[src/design/sfd_pkg.sv]
// Shared types, constants and the channel length table for the scoreboard
// serial frame decoder. No dependencies.
`timescale 1ns / 1ps

package sfd_pkg;

   localparam int CHANNEL_COUNT      = 32;
   localparam int DIGITS_PER_CHANNEL = 16;
   localparam int MAX_FRAME_BYTES    = 10;

   localparam int BYTE_W  = 8;
   localparam int CH_W    = $clog2(CHANNEL_COUNT);
   localparam int IDX_W   = $clog2(DIGITS_PER_CHANNEL);
   localparam int NIB_W   = 4;
   localparam int COUNT_W = $clog2(MAX_FRAME_BYTES + 1);
   localparam int PTR_W   = $clog2(MAX_FRAME_BYTES);
   localparam int PERIOD_W = 8;

   localparam logic [NIB_W-1:0]    BLANK_NIBBLE     = 4'hF;
   localparam logic [PERIOD_W-1:0] RUN_PERIOD_RESET = 8'd6;

   // channel-zero digits watched for the running test: indexes 6, 8, 10, 12,
   // i.e. digit numbers 3..6 with half-select low
   localparam int RUN_SLOTS      = 4;
   localparam int RUN_SLOT_W     = 2;
   localparam logic [IDX_W-2:0] RUN_FIRST_DIGIT = 3'd3;
   localparam logic [IDX_W-2:0] RUN_LAST_DIGIT  = 3'd6;

   // job queue between front and back
   localparam int FIFO_DEPTH = 4;
   localparam int FIFO_PTR_W = $clog2(FIFO_DEPTH);
   localparam int FIFO_CNT_W = $clog2(FIFO_DEPTH + 1);

   typedef enum logic [1:0] {
      KIND_DIGIT   = 2'd0,
      KIND_START   = 2'd1,
      KIND_STOP    = 2'd2,
      KIND_OVERRUN = 2'd3
   } kind_type;

   typedef struct packed {
      kind_type           kind;
      logic [CH_W-1:0]    channel;
      logic [IDX_W-1:0]   digit_index;
      logic [NIB_W-1:0]   digit_value;
      logic               last;
   } result_type;

   // run_check marks the final digit of a channel-zero frame
   typedef struct packed {
      result_type res;
      logic       run_check;
   } job_type;

   localparam logic [COUNT_W-1:0] CHAN_LEN_TABLE [CHANNEL_COUNT] = '{
      COUNT_W'(7), COUNT_W'(9), COUNT_W'(9), COUNT_W'(9),
      COUNT_W'(9), COUNT_W'(9), COUNT_W'(9), COUNT_W'(9),
      COUNT_W'(9), COUNT_W'(9), COUNT_W'(9), COUNT_W'(0),
      COUNT_W'(9), COUNT_W'(0), COUNT_W'(9), COUNT_W'(9),
      COUNT_W'(0), COUNT_W'(9), COUNT_W'(9), COUNT_W'(0),
      COUNT_W'(0), COUNT_W'(0), COUNT_W'(5), COUNT_W'(0),
      COUNT_W'(0), COUNT_W'(0), COUNT_W'(0), COUNT_W'(0),
      COUNT_W'(0), COUNT_W'(0), COUNT_W'(0), COUNT_W'(0)
   };

   // expected frame length in bytes, address word included; 0 = unused
   function automatic logic [COUNT_W-1:0] chan_len(input logic [CH_W-1:0] ch);
      return CHAN_LEN_TABLE[ch];
   endfunction

endpackage

[src/design/sfd_front.sv]
// Front end: accepts serial bytes, buffers the open frame and turns a closed
// frame into digit jobs, one per cycle unless job_full. Depends on sfd_pkg.
`timescale 1ns / 1ps

module sfd_front (
   input  logic                     clock,
   input  logic                     reset,
   input  logic                     req_push,
   output logic                     req_full,
   input  logic [sfd_pkg::BYTE_W-1:0] req_rx_byte,
   output logic                     job_push,
   output sfd_pkg::job_type         job_data,
   input  logic                     job_full
);
   import sfd_pkg::*;

   typedef enum logic {
      ST_ACCEPT,
      ST_DRAIN
   } state_type;

   state_type            state_ff, state_in;
   logic                 frame_open_ff, frame_open_in;
   logic [COUNT_W-1:0]   byte_count_ff, byte_count_in;
   logic [CH_W-1:0]      frame_channel_ff, frame_channel_in;
   logic                 half_select_ff, half_select_in;
   logic [CH_W-1:0]      drain_channel_ff, drain_channel_in;
   logic                 drain_half_ff, drain_half_in;
   logic [COUNT_W-1:0]   drain_len_ff, drain_len_in;
   logic [COUNT_W-1:0]   drain_pos_ff, drain_pos_in;
   logic [BYTE_W-1:0]    buffer_ff [MAX_FRAME_BYTES];

   logic                 accept;
   logic                 is_addr;
   logic                 frame_match;
   logic                 overrun;
   logic                 drain_final;
   logic [BYTE_W-1:0]    drain_byte;
   logic [COUNT_W-1:0]   frame_len;

   assign req_full = (state_ff == ST_DRAIN) || job_full;
   assign accept   = req_push && !req_full;
   assign is_addr  = req_rx_byte[BYTE_W-1];

   assign frame_len   = chan_len(frame_channel_ff);
   assign frame_match = frame_open_ff && (byte_count_ff == frame_len);
   // a data beat that makes the count reach the limit closes the frame
   assign overrun     = accept && !is_addr && frame_open_ff &&
                        (byte_count_ff == COUNT_W'(MAX_FRAME_BYTES - 1));

   assign drain_byte  = buffer_ff[drain_pos_ff[PTR_W-1:0]];
   assign drain_final = (drain_pos_ff + COUNT_W'(1)) == drain_len_ff;

   // job toward the back end
   always_comb begin
      job_push = 1'b0;
      job_data = '0;
      if (state_ff == ST_DRAIN) begin
         job_push                   = !job_full;
         job_data.res.kind          = KIND_DIGIT;
         job_data.res.channel       = drain_channel_ff;
         job_data.res.digit_index   = {drain_byte[6:4], drain_half_ff};
         job_data.res.digit_value   = ~drain_byte[NIB_W-1:0];
         job_data.res.last          = drain_final && (drain_channel_ff != '0);
         job_data.run_check         = drain_final && (drain_channel_ff == '0);
      end else if (overrun) begin
         job_push                   = 1'b1;
         job_data.res.kind          = KIND_OVERRUN;
         job_data.res.channel       = frame_channel_ff;
         job_data.res.last          = 1'b1;
         job_data.run_check         = 1'b0;
      end
   end

   // next state
   always_comb begin
      state_in         = state_ff;
      frame_open_in    = frame_open_ff;
      byte_count_in    = byte_count_ff;
      frame_channel_in = frame_channel_ff;
      half_select_in   = half_select_ff;
      drain_channel_in = drain_channel_ff;
      drain_half_in    = drain_half_ff;
      drain_len_in     = drain_len_ff;
      drain_pos_in     = drain_pos_ff;
      case (state_ff)
         ST_ACCEPT: begin
            if (accept && is_addr) begin
               if (frame_match) begin
                  state_in         = ST_DRAIN;
                  drain_channel_in = frame_channel_ff;
                  drain_half_in    = half_select_ff;
                  drain_len_in     = frame_len;
                  drain_pos_in     = COUNT_W'(1);
               end
               frame_open_in    = 1'b1;
               byte_count_in    = COUNT_W'(1);
               half_select_in   = req_rx_byte[0];
               frame_channel_in = ~req_rx_byte[CH_W:1];
            end else if (accept && frame_open_ff) begin
               byte_count_in = byte_count_ff + COUNT_W'(1);
               if (overrun) begin
                  frame_open_in = 1'b0;
               end
            end
         end
         ST_DRAIN: begin
            if (!job_full) begin
               drain_pos_in = drain_pos_ff + COUNT_W'(1);
               if (drain_final) begin
                  state_in = ST_ACCEPT;
               end
            end
         end
         default: begin
            state_in = ST_ACCEPT;
         end
      endcase
   end

   always_ff @(posedge clock) begin
      if (reset) begin
         state_ff         <= ST_ACCEPT;
         frame_open_ff    <= 1'b0;
         byte_count_ff    <= '0;
         frame_channel_ff <= '0;
         half_select_ff   <= 1'b0;
         drain_channel_ff <= '0;
         drain_half_ff    <= 1'b0;
         drain_len_ff     <= '0;
         drain_pos_ff     <= '0;
      end else begin
         state_ff         <= state_in;
         frame_open_ff    <= frame_open_in;
         byte_count_ff    <= byte_count_in;
         frame_channel_ff <= frame_channel_in;
         half_select_ff   <= half_select_in;
         drain_channel_ff <= drain_channel_in;
         drain_half_ff    <= drain_half_in;
         drain_len_ff     <= drain_len_in;
         drain_pos_ff     <= drain_pos_in;
      end
   end

   // frame buffer: address word at entry 0, data beats after it
   always_ff @(posedge clock) begin
      if (accept && is_addr) begin
         buffer_ff[0] <= req_rx_byte;
      end else if (accept && frame_open_ff &&
                   (byte_count_ff < COUNT_W'(MAX_FRAME_BYTES))) begin
         buffer_ff[byte_count_ff[PTR_W-1:0]] <= req_rx_byte;
      end
   end

endmodule

[src/design/sfd_job_fifo.sv]
// Short job queue that decouples the front end from the back end.
// Depends on sfd_pkg.
`timescale 1ns / 1ps

module sfd_job_fifo (
   input  logic             clock,
   input  logic             reset,
   input  logic             push,
   input  sfd_pkg::job_type push_data,
   output logic             full,
   input  logic             pop,
   output sfd_pkg::job_type pop_data,
   output logic             empty
);
   import sfd_pkg::*;

   job_type                 mem_ff [FIFO_DEPTH];
   logic [FIFO_PTR_W-1:0]   wr_ptr_ff, wr_ptr_in;
   logic [FIFO_PTR_W-1:0]   rd_ptr_ff, rd_ptr_in;
   logic [FIFO_CNT_W-1:0]   count_ff, count_in;
   logic                    do_push;
   logic                    do_pop;

   assign full     = count_ff == FIFO_CNT_W'(FIFO_DEPTH);
   assign empty    = count_ff == '0;
   assign do_push  = push && !full;
   assign do_pop   = pop && !empty;
   assign pop_data = mem_ff[rd_ptr_ff];

   always_comb begin
      wr_ptr_in = do_push ? wr_ptr_ff + FIFO_PTR_W'(1) : wr_ptr_ff;
      rd_ptr_in = do_pop  ? rd_ptr_ff + FIFO_PTR_W'(1) : rd_ptr_ff;
      count_in  = count_ff;
      if (do_push && !do_pop) begin
         count_in = count_ff + FIFO_CNT_W'(1);
      end else if (do_pop && !do_push) begin
         count_in = count_ff - FIFO_CNT_W'(1);
      end
   end

   always_ff @(posedge clock) begin
      if (reset) begin
         wr_ptr_ff <= '0;
         rd_ptr_ff <= '0;
         count_ff  <= '0;
      end else begin
         wr_ptr_ff <= wr_ptr_in;
         rd_ptr_ff <= rd_ptr_in;
         count_ff  <= count_in;
      end
   end

   always_ff @(posedge clock) begin
      if (do_push) begin
         mem_ff[wr_ptr_ff] <= push_data;
      end
   end

endmodule

[src/design/sfd_back.sv]
// Back end: carries out jobs, keeps the channel-zero running digits, runs the
// periodic running check and drives the result register. Depends on sfd_pkg.
`timescale 1ns / 1ps

module sfd_back (
   input  logic                         clock,
   input  logic                         reset,
   input  logic                         csr_wr_en,
   input  logic [sfd_pkg::PERIOD_W-1:0] csr_wr_data,
   input  sfd_pkg::job_type             job_data,
   input  logic                         job_empty,
   output logic                         job_pop,
   output sfd_pkg::result_type          rsp_data,
   output logic                         rsp_empty,
   input  logic                         rsp_pop
);
   import sfd_pkg::*;

   logic [PERIOD_W-1:0]   period_ff;
   logic [NIB_W-1:0]      run_digit_ff [RUN_SLOTS];
   logic [NIB_W-1:0]      run_digit_in [RUN_SLOTS];
   logic [PERIOD_W-1:0]   check_count_ff, check_count_in;
   logic                  pending_ff, pending_in;
   logic                  previous_ff;
   logic                  tail_ff;
   kind_type              tail_kind_ff;
   logic                  out_valid_ff;
   result_type            out_ff;

   logic                  out_free;
   logic                  slot_hit;
   logic [RUN_SLOT_W-1:0] slot;
   logic [IDX_W-2:0]      digit_no;
   logic                  running;
   logic [PERIOD_W-1:0]   count_inc;
   logic                  change;

   assign out_free  = !out_valid_ff || rsp_pop;
   assign job_pop   = out_free && !tail_ff && !job_empty;
   assign rsp_empty = !out_valid_ff;
   assign rsp_data  = out_ff;

   // store update for a watched channel-zero digit
   assign digit_no = job_data.res.digit_index[IDX_W-1:1];
   assign slot_hit = (job_data.res.kind == KIND_DIGIT) && (job_data.res.channel == '0) &&
                     !job_data.res.digit_index[0] &&
                     (digit_no >= RUN_FIRST_DIGIT) && (digit_no <= RUN_LAST_DIGIT);
   assign slot     = RUN_SLOT_W'(digit_no - RUN_FIRST_DIGIT);

   always_comb begin
      for (int k = 0; k < RUN_SLOTS; k++) begin
         run_digit_in[k] = run_digit_ff[k];
      end
      if (job_pop && slot_hit) begin
         run_digit_in[slot] = job_data.res.digit_value;
      end
   end

   // running test on the store as it stands after this job
   always_comb begin
      running = 1'b0;
      for (int k = 0; k < RUN_SLOTS; k++) begin
         if ((run_digit_in[k] != BLANK_NIBBLE) && (run_digit_in[k] != '0)) begin
            running = 1'b1;
         end
      end
   end

   // periodic evaluation on the last digit of a channel-zero frame
   always_comb begin
      count_inc      = check_count_ff + PERIOD_W'(1);
      check_count_in = count_inc;
      pending_in     = pending_ff;
      if (count_inc >= period_ff) begin
         check_count_in = '0;
         pending_in     = running;
      end
   end
   assign change = pending_in != previous_ff;

   always_ff @(posedge clock) begin
      if (reset) begin
         period_ff      <= RUN_PERIOD_RESET;
         check_count_ff <= '0;
         pending_ff     <= 1'b0;
         previous_ff    <= 1'b0;
         tail_ff        <= 1'b0;
         out_valid_ff   <= 1'b0;
         for (int k = 0; k < RUN_SLOTS; k++) begin
            run_digit_ff[k] <= '0;
         end
      end else begin
         if (csr_wr_en) begin
            period_ff <= csr_wr_data;
         end
         for (int k = 0; k < RUN_SLOTS; k++) begin
            run_digit_ff[k] <= run_digit_in[k];
         end
         if (job_pop) begin
            out_valid_ff <= 1'b1;
            if (job_data.run_check) begin
               check_count_ff <= check_count_in;
               pending_ff     <= pending_in;
               previous_ff    <= pending_in;
               tail_ff        <= change;
            end
         end else if (out_free && tail_ff) begin
            out_valid_ff <= 1'b1;
            tail_ff      <= 1'b0;
         end else if (rsp_pop) begin
            out_valid_ff <= 1'b0;
         end
      end
   end

   // result payload
   always_ff @(posedge clock) begin
      if (job_pop) begin
         out_ff <= job_data.res;
         if (job_data.run_check) begin
            out_ff.last  <= !change;
            tail_kind_ff <= pending_in ? KIND_START : KIND_STOP;
         end
      end else if (out_free && tail_ff) begin
         out_ff      <= '0;
         out_ff.kind <= tail_kind_ff;
         out_ff.last <= 1'b1;
      end
   end

endmodule

[src/design/scoreboard_serial_frame_decoder.sv]
// Scoreboard serial frame decoder, top level: front end, job queue, back end.
// An overrun beat goes via the job queue to the result register; the first
// digit of a frame closed by an address word passes the drain state first.
// Throughput: one data beat per cycle while req_full is low; an address word
// closing a valid frame holds req_full while the front end walks the buffer.
// Back end gives one result per cycle if popped, plus one for a start or stop.
// Reset is synchronous and clears all control state at once; no clearing pass.
`timescale 1ns / 1ps

module scoreboard_serial_frame_decoder (
   input  logic                            clock,
   input  logic                            reset,
   input  logic                            req_push,
   output logic                            req_full,
   input  logic [sfd_pkg::BYTE_W-1:0]      req_rx_byte,
   output logic                            rsp_empty,
   input  logic                            rsp_pop,
   output logic [1:0]                      rsp_kind,
   output logic [sfd_pkg::CH_W-1:0]        rsp_channel,
   output logic [sfd_pkg::IDX_W-1:0]       rsp_digit_index,
   output logic [sfd_pkg::NIB_W-1:0]       rsp_digit_value,
   output logic                            rsp_last,
   input  logic                            csr_wr_en,
   input  logic [sfd_pkg::PERIOD_W-1:0]    csr_wr_data
);
   import sfd_pkg::*;

   logic       front_push;
   job_type    front_job;
   logic       fifo_full;
   logic       fifo_empty;
   logic       back_pop;
   job_type    fifo_job;
   result_type result;

   sfd_front u_front (
      .clock       (clock),
      .reset       (reset),
      .req_push    (req_push),
      .req_full    (req_full),
      .req_rx_byte (req_rx_byte),
      .job_push    (front_push),
      .job_data    (front_job),
      .job_full    (fifo_full)
   );

   sfd_job_fifo u_fifo (
      .clock     (clock),
      .reset     (reset),
      .push      (front_push),
      .push_data (front_job),
      .full      (fifo_full),
      .pop       (back_pop),
      .pop_data  (fifo_job),
      .empty     (fifo_empty)
   );

   sfd_back u_back (
      .clock       (clock),
      .reset       (reset),
      .csr_wr_en   (csr_wr_en),
      .csr_wr_data (csr_wr_data),
      .job_data    (fifo_job),
      .job_empty   (fifo_empty),
      .job_pop     (back_pop),
      .rsp_data    (result),
      .rsp_empty   (rsp_empty),
      .rsp_pop     (rsp_pop)
   );

   assign rsp_kind        = result.kind;
   assign rsp_channel     = result.channel;
   assign rsp_digit_index = result.digit_index;
   assign rsp_digit_value = result.digit_value;
   assign rsp_last        = result.last;

endmodule
[config.mk]
export PLATFORM = sky130hd
export DESIGN_NAME = scoreboard_serial_frame_decoder
export DESIGN_NICKNAME = d
export VERILOG_FILES = /design/src/design/sfd_pkg.sv /design/src/design/sfd_front.sv /design/src/design/sfd_job_fifo.sv /design/src/design/sfd_back.sv /design/src/design/scoreboard_serial_frame_decoder.sv
export SDC_FILE = /design/constraint.sdc
export NUM_CORES = 1
export LEC_CHECK = 0
export BUFFER_PORTS_ARGS = -buffer_cell sky130_fd_sc_hd__buf_2
export CORE_AREA = 2 2 133 135
export CTS_CLUSTER_SIZE = 24
export DETAILED_ROUTE_END_ITERATION = 8
export DIE_AREA = 0 0 135 137
export PLACE_DENSITY_LB_ADDON = 0.05
export SLEW_MARGIN = 20
export SYNTH_ARGS = -nofsm -noshare
export SYNTH_HDL_FRONTEND = slang
export SYNTH_HIERARCHICAL = 1
export SYNTH_SLANG_ARGS = --single-unit
[constraint.sdc]
create_clock -name clock -period 7.1 [get_ports clock]
set_input_delay 0.71 -clock clock [delete_from_list [all_inputs] [get_ports clock]]
set_output_delay 0.71 -clock clock [all_outputs]
set_load 0.01 [all_outputs]
==> summary.md <==
| Metric | Value |
|---|---|
| Post-Synthesis Mean Instance Area | `13.7 µm²` |
| Port Buffer Count | `38` |
| Worst Hold Path Cells | `3` |
| Final setup vio count | `0` |
| Post-cts resize count | `0` |
| Unrepaired setup endpoints after global routing | `no` |
| Die Height | `137 µm` |
| Design area | `11200 µm²` |
| Ports | `39` |
| Max Clock Freq | `271 MHz` |
| Top FF cell, synth | `edfxtp_1` |
| Clk_lat worst skew | `510 ps` |
| Worst VDD drop | `0.184 mV` |
| Average wire per standard cell | `18.9 µm` |
| Yosys reg bits | `230` |
| Post-synthesis to final-layout area growth | `12.0%` |
| Drt drc | `0` |
| DRT met1 WL | `8360 µm` |
| Hold EP | `u_back/period_ff[2]$_SDFFE_PP1P_` |
| First-pass GRT wire length | `30800 µm` |
| Critical path launch point type | `flop` |
| Critical path's slowest cell | `dfxtp_1` |
| DRT antenna net count | `0` |
| Via density | `5.86` |
| Status | `complete, no violations` |
| Row cnt | `48` |
| Most common cell after layout, fill and taps aside | `edfxtp_1` |
| CTS Buf Count | `24` |
| DR WL met2 | `9520 µm` |
| Min cycle time layout | `3690 ps` |
| 1st-pass router iterations | `5` |
| Crit-path max cell delay | `840 ps` |
| Initial DRC Count | `365` |
| Ant. Diodes | `0` |
| Final hold vios | `0` |
| Crit path DAT | `3920 ps` |
| DP Area | `10400 µm²` |
| Layout cell share with drive strength beyond 1 | `18.9%` |
| Final WL | `19100 µm` |
| Worst-margin pin slew | `963 ps` |
| Syn nets | `775` |
| Initial antenna violation count | `0` |
| Post-DP HPWL | `12700 µm` |
| Most frequent cells in the layout | `edfxtp_1, dfxtp_1, nor2_1` |
| Data required time of the critical path | `7330 ps` |
| Clock transition at path regs | `60 ps` |
| Vias in the first global route | `5942` |
| Crit Path Category | `flop to flop` |
| Startpoint of the worst hold path | `csr_wr_data[2]` |
| Reg2Reg Setup Slack | `3410 ps` |
| CTS max path bufs | `3` |
| Synthesized instance count | `732` |
| Max-slew violation count | `0` |
| Asr flop ratio synth | `0%` |
| Cell area after synthesis | `10000 µm²` |
| DIE AREA | `18500 µm²` |
| Crit. End Element | `flop` |
| Initial Util | `58.8%` |
| Core region area | `17100 µm²` |
| Nets | `812` |
| Sequential share of the synthesized area | `61.4%` |
| Pleak | `3.99 nW` |
| Worst-path cell chain | `mux4_2, nor4_4, nand3_2, nor3b_4, o22ai_1, a211oi_2, mux2_1, a21boi_2` |
| Crit share post-route | `51.9%` |
| Number of synthesized flops with an enable pin | `156` |
| RePlAce Congestion | `0.820` |
| Post-CTS Repair Setup Buffers | `0` |
| DR top layer | `met4` |
| Worst Reg-to-Reg Cells | `8` |
| CTS H-Tree Depth | `1` |
| Worst-path fanout max | `17` |
| R2R Path End | `u_back/rsp_data[0]$_SDFFCE_PN1P_` |
| Die extent in x | `135 µm` |
| Critical path buffers and inverters | `0` |
| Netlist cell types | `77` |
| # clock sinks | `230` |
| Clk_skew | `11.2 ps` |
| DR WL met3 | `655 µm` |
| Largest net degree at the start of global routing | `63` |
| CTS Root Cell | `clkbuf_16` |
| Max-cap violations | `0` |
| CTS tree | `yes` |
| Largest delay share family, worst path | `simple AND/OR/NAND/NOR gates` |
| Via Count | `5932` |
| HP Class | `input pin to flop` |
| Hold_buf cts | `0` |
| Final setup TNS | `0 ps` |
| Global route total overflow | `0` |
| GRT Util Overall | `21.4%` |
| PwrDens | `250 nW/µm²` |
| Slew headroom | `35.8%` |
| Synth Warn # | `6` |
-- layout make-up --
cell class,count,area [µm²]
fill,1270,5820
multi-input combinational,434,3570
timing repair buffer,51,288
clock buffer,29,661
inverter,28,105
tap,225,282
sequential,230,6170
clock inverter,15,163
-- layer usage --
metal | track usage (%) | vias to the layer above
met1 | 28.3 | 2933
met4 | 7.47 | 0
met5 | 0 | -
li1 | - | 2839
met3 | 2.85 | 40
met2 | 36.9 | 120
-- worst max path at each step --
stage / from / endpoint / slack, ps / depth (start not counted)
after global routing: flop / u_back/rsp_data[0]$_SDFFCE_PN1P_ / 3270 / 8
after detailed placement: flop / u_back/rsp_data[0]$_SDFFCE_PN1P_ / 3450 / 8
after CTS: flop / u_back/rsp_data[0]$_SDFFCE_PN1P_ / 3420 / 8
final: flop / u_back/rsp_data[0]$_SDFFCE_PN1P_ / 3410 / 8
after global placement: flop / u_back/rsp_data[0]$_SDFFCE_PN1P_ / 3560 / 8
after floorplan: u_fifo/count_ff[2]$_SDFFE_PP0P_ / u_front/buffer_ff[1][0]$_DFFE_PP_ / 3820 / 7
-- cells by family after synthesis --
| group | count (synthesis) | synth area share (%) |
|---|---|---|
| XOR/XNOR | 21 | 1.83 |
| buffers and inverters | 68 | 3.14 |
| adder cells (fa/ha/maj) | 22 | 2.82 |
| flip-flops | 230 | 61.4 |
| multiplexers | 81 | 12.1 |
| AND/OR/NAND/NOR | 215 | 12.0 |
| AO/OA/AOI/OAI | 95 | 6.77 |
-- registers in the layout (all words and copies together) (netlist names), 2 cells and up, named ones only --
name / cells
u_front/frame_channel_ff: 5
u_back/run_digit_ff: 16
u_front/byte_count_ff: 4
u_fifo/wr_ptr_ff: 2
u_front/drain_pos_ff: 4
u_front/buffer_ff: 70
u_fifo/rd_ptr_ff: 2
u_fifo/mem_ff: 68
u_back/tail_kind_ff: 2
u_front/drain_len_ff: 4
u_back/rsp_data: 16
u_fifo/count_ff: 3
u_back/period_ff: 8
u_front/drain_channel_ff: 5
u_back/check_count_ff: 8
-- worst register-to-register path: stages, from the launching register on --
cell and delay [ps]:
dfxtp_1 840, mux4_2 460, nor4_4 470, nand3_2 200, nor3b_4 380, o22ai_1 150
a211oi_2 360, mux2_1 390, a21boi_2 160
-- where the power goes --
group	internal [mW]	switching, mW
logic	0.0373	0.0553
registers	1.43	0.0129
clock network	0.773	0.491
-- synthesized netlist by cell type (all sizes together), types with 11 or more instances --
cell / count / area [µm²]
nor2: 57 / 216
nand3: 17 / 90.1
a21oi: 22 / 110
a211oi: 11 / 87.6
ha: 21 / 263
edfxtp: 156 / 4680
clkbuf: 28 / 105
o21ai: 18 / 90.1
nand2: 44 / 165
dfxtp: 74 / 1480
mux4: 31 / 698
and3: 18 / 118
xnor2: 12 / 105
mux2i: 41 / 410
inv: 27 / 101
buf: 12 / 105
nor2b: 15 / 93.8
-- metrics by stage --
| step | worst slack, ps | hold slack, ps | total power, mW | std cells | utilization, % |
|---|---|---|---|---|---|
| after floorplan | 3820 | 430 | 1.54 | 732 | - |
| after global placement | 3560 | 448 | 1.56 | 968 | 61.0 |
| after detailed placement | 3450 | 460 | 1.57 | 968 | 61.0 |
| after CTS | 3420 | 418 | 2.83 | 1012 | 65.9 |
| after global routing | 3270 | 450 | 2.89 | 1012 | 65.9 |
| final | 3410 | 438 | 2.80 | 1012 | 65.9 |
No activity file was read; power rests on OpenSTA's default activity.
